$ cat src/hdl/dcpa_pkg.sv
// Package for the dual-channel peak average unit: item types, field widths,
// configuration register indexes and reset values. No dependencies.
`default_nettype none

package dcpa_pkg;

    localparam int CODE_W     = 12;
    localparam int GAIN_W     = 18;
    localparam int LEN_W      = 8;
    localparam int VOLT_W     = 10;
    localparam int PROD_W     = CODE_W + GAIN_W;
    localparam int VOLT_SHIFT = 20;
    localparam int CFG_W      = GAIN_W;
    localparam int CFG_IDX_W  = 1;

    localparam logic [GAIN_W-1:0] GAIN_RESET   = 18'd109725;
    localparam logic [LEN_W-1:0]  LENGTH_RESET = 8'd128;
    localparam logic [VOLT_W-1:0] VOLT_MAX     = '1;

    localparam int AVG_DEPTH_DEFAULT = 16;

    localparam logic [CFG_IDX_W-1:0] REG_SCALE_GAIN    = 1'd0;
    localparam logic [CFG_IDX_W-1:0] REG_WINDOW_LENGTH = 1'd1;

    typedef struct packed {
        logic [CODE_W-1:0] mains_code;
        logic [CODE_W-1:0] pfc_code;
    } sample_t;

    typedef struct packed {
        logic [VOLT_W-1:0] mains_average;
        logic [VOLT_W-1:0] pfc_average;
    } result_t;

    // Floor of log2, evaluated at elaboration for the averaging shift.
    function automatic int floor_log2(input int value);
        int s;
        int v;
        s = 0;
        v = value;
        while (v > 1)
        begin
            v = v >> 1;
            s = s + 1;
        end
        return s;
    endfunction

endpackage

`default_nettype wire

$ cat src/hdl/dcpa_ram.sv
// Generic single-write, single-read RAM with a registered read port.
// No package dependencies; used for the peak ring storage.
`default_nettype none

module dcpa_ram #(
    parameter int WIDTH = 20,
    parameter int DEPTH = 16
) (
    input  wire logic                     clk,
    input  wire logic                     wr_en,
    input  wire logic [$clog2(DEPTH)-1:0] wr_addr,
    input  wire logic [WIDTH-1:0]         wr_data,
    input  wire logic [$clog2(DEPTH)-1:0] rd_addr,
    output logic      [WIDTH-1:0]         rd_data
);

    logic [WIDTH-1:0] mem [DEPTH];

    always_ff @(posedge clk)
    begin
        if (wr_en)
        begin
            mem[wr_addr] <= wr_data;
        end
        rd_data <= mem[rd_addr];
    end

endmodule

`default_nettype wire

$ cat src/hdl/dual_channel_peak_average_unit.sv
// Top level of the dual-channel peak average unit: scaling, peak windows,
// ring storage with running sums and the result register.
// Depends on dcpa_pkg and dcpa_ram.
//
//  Port group     Direction  Handshake                  Payload
//  sample         in         sample_valid/sample_ready  sample_t (two ADC codes)
//  result         out        result_valid/result_ready  result_t (two averages)
//  configuration  in         cfg_write                  cfg_index, cfg_data
//
// One item per cycle is accepted; a stalled result holds the pipeline, but an
// empty multiply stage still takes an item during a stall. The item that closes
// a window passes the multiply stage register, then the ring update loads the
// result register. The ring memory is read ahead at the next slot, so closes
// may follow back to back. Reset zeroes the peaks, counters, sums and ring valid
// bits at once; ring entries that were never written read as zero.
`default_nettype none

module dual_channel_peak_average_unit
    import dcpa_pkg::*;
#(
    parameter int AVG_DEPTH = AVG_DEPTH_DEFAULT
) (
    input  wire logic                 clk,
    input  wire logic                 rst_n,
    input  wire logic                 sample_valid,
    output logic                      sample_ready,
    input  wire sample_t              sample,
    output logic                      result_valid,
    input  wire logic                 result_ready,
    output result_t                   result,
    input  wire logic                 cfg_write,
    input  wire logic [CFG_IDX_W-1:0] cfg_index,
    input  wire logic [CFG_W-1:0]     cfg_data
);

    localparam int IDX_W     = $clog2(AVG_DEPTH);
    localparam int SUM_W     = VOLT_W + $clog2(AVG_DEPTH);
    localparam int AVG_SHIFT = floor_log2(AVG_DEPTH);
    localparam int RING_W    = 2 * VOLT_W;
    localparam logic [IDX_W-1:0] LAST_SLOT = IDX_W'(AVG_DEPTH - 1);

    // Configuration registers.
    logic [GAIN_W-1:0] gain_reg;
    logic [LEN_W-1:0]  length_reg;

    always_ff @(posedge clk or negedge rst_n)
    begin
        if (!rst_n)
        begin
            gain_reg   <= GAIN_RESET;
            length_reg <= LENGTH_RESET;
        end
        else if (cfg_write)
        begin
            if (cfg_index == REG_SCALE_GAIN)
            begin
                gain_reg <= cfg_data[GAIN_W-1:0];
            end
            else if (cfg_index == REG_WINDOW_LENGTH)
            begin
                length_reg <= cfg_data[LEN_W-1:0];
            end
        end
    end

    // Flow control.
    logic advance;
    logic s1_valid_reg;
    logic fire;
    logic accept;

    assign advance      = !result_valid || result_ready;
    assign sample_ready = !s1_valid_reg || advance;
    assign accept       = sample_valid && sample_ready;
    assign fire         = s1_valid_reg && advance;

    // Stage 1: scale both codes to volts.
    logic [PROD_W-1:0] mains_prod;
    logic [PROD_W-1:0] pfc_prod;
    logic [VOLT_W-1:0] mains_volt_reg;
    logic [VOLT_W-1:0] pfc_volt_reg;

    assign mains_prod = PROD_W'(sample.mains_code) * PROD_W'(gain_reg);
    assign pfc_prod   = PROD_W'(sample.pfc_code) * PROD_W'(gain_reg);

    always_ff @(posedge clk or negedge rst_n)
    begin
        if (!rst_n)
        begin
            s1_valid_reg <= 1'b0;
        end
        else if (accept)
        begin
            s1_valid_reg <= 1'b1;
        end
        else if (advance)
        begin
            s1_valid_reg <= 1'b0;
        end
    end

    always_ff @(posedge clk)
    begin
        if (accept)
        begin
            mains_volt_reg <= mains_prod[VOLT_SHIFT +: VOLT_W];
            pfc_volt_reg   <= pfc_prod[VOLT_SHIFT +: VOLT_W];
        end
    end

    // Stage 2: peak windows, ring update and running sums.
    logic [LEN_W-1:0]     count_reg,     count_next;
    logic [VOLT_W-1:0]    mains_peak_reg, mains_peak_next;
    logic [VOLT_W-1:0]    pfc_peak_reg,   pfc_peak_next;
    logic [IDX_W-1:0]     pos_reg,       pos_next;
    logic [AVG_DEPTH-1:0] ring_valid_reg, ring_valid_next;
    logic                 rd_valid_reg;
    logic [SUM_W-1:0]     mains_sum_reg, mains_sum_next;
    logic [SUM_W-1:0]     pfc_sum_reg,   pfc_sum_next;
    logic                 result_valid_reg, result_valid_next;
    result_t              result_reg,       result_next;

    logic              close;
    logic [RING_W-1:0] ring_rd_data;
    logic [VOLT_W-1:0] mains_old;
    logic [VOLT_W-1:0] pfc_old;
    logic [SUM_W-1:0]  mains_avg_full;
    logic [SUM_W-1:0]  pfc_avg_full;

    assign close = count_reg >= length_reg;

    // The read port always looks at the slot the next close will overwrite.
    assign mains_old = rd_valid_reg ? ring_rd_data[RING_W-1:VOLT_W] : '0;
    assign pfc_old   = rd_valid_reg ? ring_rd_data[VOLT_W-1:0] : '0;

    always_comb
    begin
        count_next        = count_reg;
        mains_peak_next   = mains_peak_reg;
        pfc_peak_next     = pfc_peak_reg;
        pos_next          = pos_reg;
        ring_valid_next   = ring_valid_reg;
        mains_sum_next    = mains_sum_reg;
        pfc_sum_next      = pfc_sum_reg;
        result_valid_next = result_valid_reg && !result_ready;
        result_next       = result_reg;
        mains_avg_full    = '0;
        pfc_avg_full      = '0;
        if (fire)
        begin
            if (!close)
            begin
                if (mains_volt_reg > mains_peak_reg)
                begin
                    mains_peak_next = mains_volt_reg;
                end
                if (pfc_volt_reg > pfc_peak_reg)
                begin
                    pfc_peak_next = pfc_volt_reg;
                end
                count_next = count_reg + LEN_W'(1);
            end
            else
            begin
                mains_sum_next = mains_sum_reg + SUM_W'(mains_peak_reg) - SUM_W'(mains_old);
                pfc_sum_next   = pfc_sum_reg + SUM_W'(pfc_peak_reg) - SUM_W'(pfc_old);
                ring_valid_next[pos_reg] = 1'b1;
                pos_next        = (pos_reg == LAST_SLOT) ? '0 : pos_reg + IDX_W'(1);
                mains_peak_next = '0;
                pfc_peak_next   = '0;
                count_next      = '0;
                mains_avg_full  = mains_sum_next >> AVG_SHIFT;
                pfc_avg_full    = pfc_sum_next >> AVG_SHIFT;
                // Saturation only matters when the depth is not a power of two.
                result_next.mains_average = (mains_avg_full > SUM_W'(VOLT_MAX)) ?
                                            VOLT_MAX : mains_avg_full[VOLT_W-1:0];
                result_next.pfc_average   = (pfc_avg_full > SUM_W'(VOLT_MAX)) ?
                                            VOLT_MAX : pfc_avg_full[VOLT_W-1:0];
                result_valid_next = 1'b1;
            end
        end
    end

    always_ff @(posedge clk or negedge rst_n)
    begin
        if (!rst_n)
        begin
            count_reg        <= '0;
            mains_peak_reg   <= '0;
            pfc_peak_reg     <= '0;
            pos_reg          <= '0;
            ring_valid_reg   <= '0;
            rd_valid_reg     <= 1'b0;
            mains_sum_reg    <= '0;
            pfc_sum_reg      <= '0;
            result_valid_reg <= 1'b0;
        end
        else
        begin
            count_reg        <= count_next;
            mains_peak_reg   <= mains_peak_next;
            pfc_peak_reg     <= pfc_peak_next;
            pos_reg          <= pos_next;
            ring_valid_reg   <= ring_valid_next;
            rd_valid_reg     <= ring_valid_reg[pos_next];
            mains_sum_reg    <= mains_sum_next;
            pfc_sum_reg      <= pfc_sum_next;
            result_valid_reg <= result_valid_next;
        end
    end

    always_ff @(posedge clk)
    begin
        result_reg <= result_next;
    end

    dcpa_ram #(
        .WIDTH (RING_W),
        .DEPTH (AVG_DEPTH)
    ) u_ring (
        .clk     (clk),
        .wr_en   (fire && close),
        .wr_addr (pos_reg),
        .wr_data ({mains_peak_reg, pfc_peak_reg}),
        .rd_addr (pos_next),
        .rd_data (ring_rd_data)
    );

    assign result_valid = result_valid_reg;
    assign result       = result_reg;

    // A close clears the window and always produces a result.
    a_close_clears: assert property (@(posedge clk) disable iff (!rst_n)
        fire && close |=> count_reg == '0 && mains_peak_reg == '0 && result_valid_reg)
        else $error("window close did not clear state or produce a result");

    // Peaks never fall inside a window.
    a_peak_rises: assert property (@(posedge clk) disable iff (!rst_n)
        fire && !close |=> mains_peak_reg >= $past(mains_peak_reg)
                           && pfc_peak_reg >= $past(pfc_peak_reg))
        else $error("peak dropped within a window");

    // The ring slot moves only on a close.
    a_pos_moves: assert property (@(posedge clk) disable iff (!rst_n)
        !(fire && close) |=> $stable(pos_reg))
        else $error("ring slot moved without a close");

    // A pending result is never overwritten while stalled.
    a_result_held: assert property (@(posedge clk) disable iff (!rst_n)
        result_valid_reg && !result_ready |=> $stable(result_reg))
        else $error("stalled result was overwritten");

endmodule

`default_nettype wire
$ cat config.mk
export PLATFORM = sky130hd
export DESIGN_NAME = dual_channel_peak_average_unit
export DESIGN_NICKNAME = d
export VERILOG_FILES = /design/src/hdl/dcpa_pkg.sv /design/src/hdl/dcpa_ram.sv /design/src/hdl/dual_channel_peak_average_unit.sv
export SDC_FILE = /design/constraint.sdc
export NUM_CORES = 2
export LEC_CHECK = 0
export BUFFER_PORTS_ARGS = -buffer_cell sky130_fd_sc_hd__buf_2
export CORE_MARGIN = 5
export CORE_UTILIZATION = 55
export DETAILED_ROUTE_END_ITERATION = 8
export PLACE_DENSITY = 0.82
export SYNTH_ARGS = -nofsm -noshare
export SYNTH_HDL_FRONTEND = slang
export SYNTH_SLANG_ARGS = --single-unit
$ cat constraint.sdc
create_clock -name clk -period 6.4 [get_ports clk]
set_clock_uncertainty 0.1 [all_clocks]
set_input_delay 0.96 -clock clk [delete_from_list [all_inputs] [get_ports clk]]
set_output_delay 0.96 -clock clk [all_outputs]
set_load 0.02 [all_outputs]
==> impl_summary.txt <==
----------------------------------------------------
[Outcome]
  Run status ... completed

[GRT]
  Maximum number of pins on one net before global-route repair ... 90
  GRT Util Overall ... 23.2%
  First-pass GRT wire length ... 121 mm
  Antenna violations before repair ... 2
  Vias in the first global route ... 22,800
  Grt total ovfl ... 0

[STA]
  Final setup TNS ... 0 ns
  Slack of the critical path ... 0.403 ns
  Setup repair after global routing missed its margin ... false
  Portion of the clock cycle consumed by the worst path in the final layout ... 93.7%
  Fmax ... 167 MHz
  Final setup vio count ... 0
  Minimum clock period after layout ... 6.00 ns
  Max transition margin ... 16.4%
  Count of final max-slew check failures ... 0
  Transition at the pin with the smallest max-transition slack ... 1.23 ns
  Count of final hold-check violations ... 0

[CTS]
  Later-pin clock latency in the skew report ... 0.59 ns
  Hold buffers post-CTS ... 0
  Maximum buffer depth of the clock tree ... 3
  Post-CTS sizing ... 0
  Sink count of the clock tree ... 485
  Number of buffers created by CTS ... between 40 and 50
  TritonCTS clock tree ... done
  Post-CTS setup buffer count ... 0
  Worst-path clk slew ... 0.06 ns
  Root Buffer ... clkbuf_16
  Number of levels in the clock H-tree ... 2

[Route]
  Vias ... 21,000
  Wirelength, routed ... ~75 mm
  First DRT Iteration DRCs ... 1,814
  Via density per instance ... 5.71
  Count of unresolved DRC violations after routing ... 0
  Antenna Nets Post-Route ... 0
  Per-cell routed wire length ... 20.5 um
  Number of detailed-routing iterations run before antenna repair ... 6

[Logic synthesis]
  Number of flops mapped to enable cells by yosys ... 360
  Main flop type after synthesis ... edfxtp_1
  Flip-flop and latch count after synthesis ... a little under 500
  Cells after synthesis ... 2,796
  Post-Syn Area per Cell ... 11.9 um2
  Dominant cell type by area after synthesis ... edfxtp_1
  Async set-reset flop share out of synthesis ... 21.6%
  Share of Yosys cell area claimed by the top area cell type ... 32.6%
  Combined area of all synthesized cells ... 0.0332 mm2
  Synthesized net count ... between 3,000 and 4,000
  Leading cell types by total area after synthesis ... edfxtp_1, fa_1, ha_1
  Number of distinct standard cells referenced by the synthesized netlist ... 61
  Ys Warns ... 0
  Most used standard cells in the synthesized netlist ... inv_1, edfxtp_1, fa_1
  Proportion of synthesized chip area in sequential cells ... a little over two fifths
  Count leader, synth ... inv_1

[Power and ir drop]
  Leakage power of the design ... 16.3 nW
  Max rail drop VDD ... roughly 0.0006 V
  Power per cell area ... approximately 560 mW/mm2
  Overall power consumption ... 20.4 mW

[Worst setup path]
  Crit Path Class ... reg -> reg
  Required time of the critical path ... 6.63 ns
  Minimum setup slack among reg-to-reg paths ... 0.40 ns
  Max Fanout on Critical Path ... 24
  Worst EP arrival ... 6.23 ns
  Crit Reg-Reg Endpoint ... pfc_volt_reg[9]$_DFFE_PP_
  Worst setup path endpoint ... pfc_volt_reg[9]$_DFFE_PP_
  Critical-path cell with the highest stage delay ... dfstp_2
  Max stage delay on crit path ... about 0.58 ns
  Critical Path Most Common Cell ... fa_1
  Reg-to-reg startpoint ... gain_reg[7]$_DFFE_PN1P_
  Startpoint type of the worst setup path ... flop
  Crit path cell chain ... buf_4, nand2_1, fa_1, inv_1, fa_1, fa_1, fa_1, inv_1, fa_1, inv_1, ha_1, a21oi_1, nor2_1, a211oi_1, o31ai_1, a41oi_1, a21oi_1, a211oi_1, o21bai_1, xnor2_1
  R2R depth ... 20
  Startpoint of the most critical setup path ... gain_reg[7]$_DFFE_PN1P_
  Element type at the critical path end ... flop

[Placement]
  GPL Wtd Cong ... 0.909
  Placed instance area ... roughly 0.035 mm2
  Post-detailed-placement half-perimeter wirelength ... around 52 mm
  Port Buf Inserts ... 69
  Post-place setup slack ... -0.0585 ns

[Floorplan]
  Number of placed I/O pins ... 70
  Die boundary height ... 256 um
  Number of rows in the core area ... 90
  Die Outline Area ... 0.0653 mm2
  X dimension of the die ... 256 um
  Initial core utilization ... 55.3%
  Core Box Area ... 0.0600 mm2

[Finish]
  Share of final-layout standard cells stronger than drive strength 1 ... 10.8%
  Total non-filler cell area in the finished layout ... approximately 0.036 mm2
  Final core area utilization ... ~60%
  Filler cells ... 4,492
  Final nets ... between 3,000 and 4,000
  Number of flip-flops under the largest register name ... 320
  Layout overhead on the synthesized area ... 9.32%

[Worst hold path]
  Worst min path class ... in -> async

[Run]
  Maximum Capacitance Violations ... 0

----------------------------------------------------
-- per-stage QoR --
step / std cells / hold WS (ns)
final: 3668 / 0.263
after CTS: 3666 / 0.265
after detailed placement: 3576 / 0.354
after global placement: 3576 / 0.350
after global routing: 3668 / 0.296
after floorplan: 2796 / 0.339
-- routing by layer --
| metal | global-route usage [%] | share of wire (%) | vias up |
|---|---|---|---|
| li1 | - | - | 9280 |
| met1 | 30.3 | 39 | 10500 |
| met2 | 39.8 | 50 | 959 |
| met3 | 3.88 | 7.8 | 192 |
| met4 | 7.99 | 3.5 | 0 |
| met5 | 0 | 0 | - |
-- worst min-delay path by stage --
stage                                    from                              to  slack (ns)
2_1_floorplan  ring_valid_reg[11]$_DFFE_PN0P_  ring_valid_reg[11]$_DFFE_PN0P_        0.34
3_3_place_gp   ring_valid_reg[15]$_DFFE_PN0P_  ring_valid_reg[15]$_DFFE_PN0P_        0.35
3_5_place_dp    ring_valid_reg[0]$_DFFE_PN0P_   ring_valid_reg[0]$_DFFE_PN0P_        0.35
4_1_cts                                 rst_n     pfc_peak_reg[3]$_DFFE_PN0P_        0.26
5_1_grt                                 rst_n      pfc_sum_reg[3]$_DFFE_PN0P_        0.30
6_report                                rst_n      pfc_sum_reg[5]$_DFFE_PN0P_        0.26
-- layout by cell type, fill, tap and decap left out, drive strengths merged, types with 10 or more instances in the layout --
cell type,n
a21oi,38
o21ai,55
xnor2,32
o32ai,10
inv,487
dfxtp,20
nor2,38
mux2,31
mux4,21
fa,338
or2,18
clkbuf,65
nor3,21
dfstp,11
nand3,23
ha,189
clkinv,14
dfrtp,94
mux2i,170
and2,174
xor2,18
a221o,42
buf,128
a22oi,21
a21o,15
edfxtp,360
nand2,337
-- power by group --
| part | switching, mW | leakage (nW) | internal (mW) |
|---|---|---|---|
| Sequential | 0.563 | 4.73 | 4.45 |
| Combinational | 6.95 | 10.7 | 5.39 |
| Clock | 1.23 | 0.841 | 1.78 |
-- critical path: cells and delay by family (launching register included) --
family / cells / cell delay (ns)
fa+ha+maj: 6 / 2.78
compound gates: 7 / 1.45
flops: 1 / 0.58
buf+inv: 4 / 0.47
simple gates: 2 / 0.18
xor+xnor: 1 / 0.14
-- area by class of cell --
class	count	area (um2)	share of cell area [%]
multi-input combinational	1697	17100	47.1
antenna	2	5.00	0.0138
timing repair buffer	128	816	2.25
tap	782	978	2.70
sequential	485	13900	38.2
clock inverter	25	333	0.918
inverter	484	1820	5.01
clock buffer	65	1390	3.83
-- cell families (layout without fill, tap and decap cells) --
family | after synthesis | count (layout) | synth area share (%)
buf+inv | 614 | 702 | 7.18
mux | 222 | 222 | 7.61
fa+ha+maj | 527 | 527 | 27.5
xor+xnor | 50 | 50 | 1.32
compound gates | 237 | 237 | 5.06
other cells | 0 | 2 | 0
simple gates | 661 | 661 | 9.53
flops | 485 | 485 | 41.8
Power figures use the tool's default switching activity.
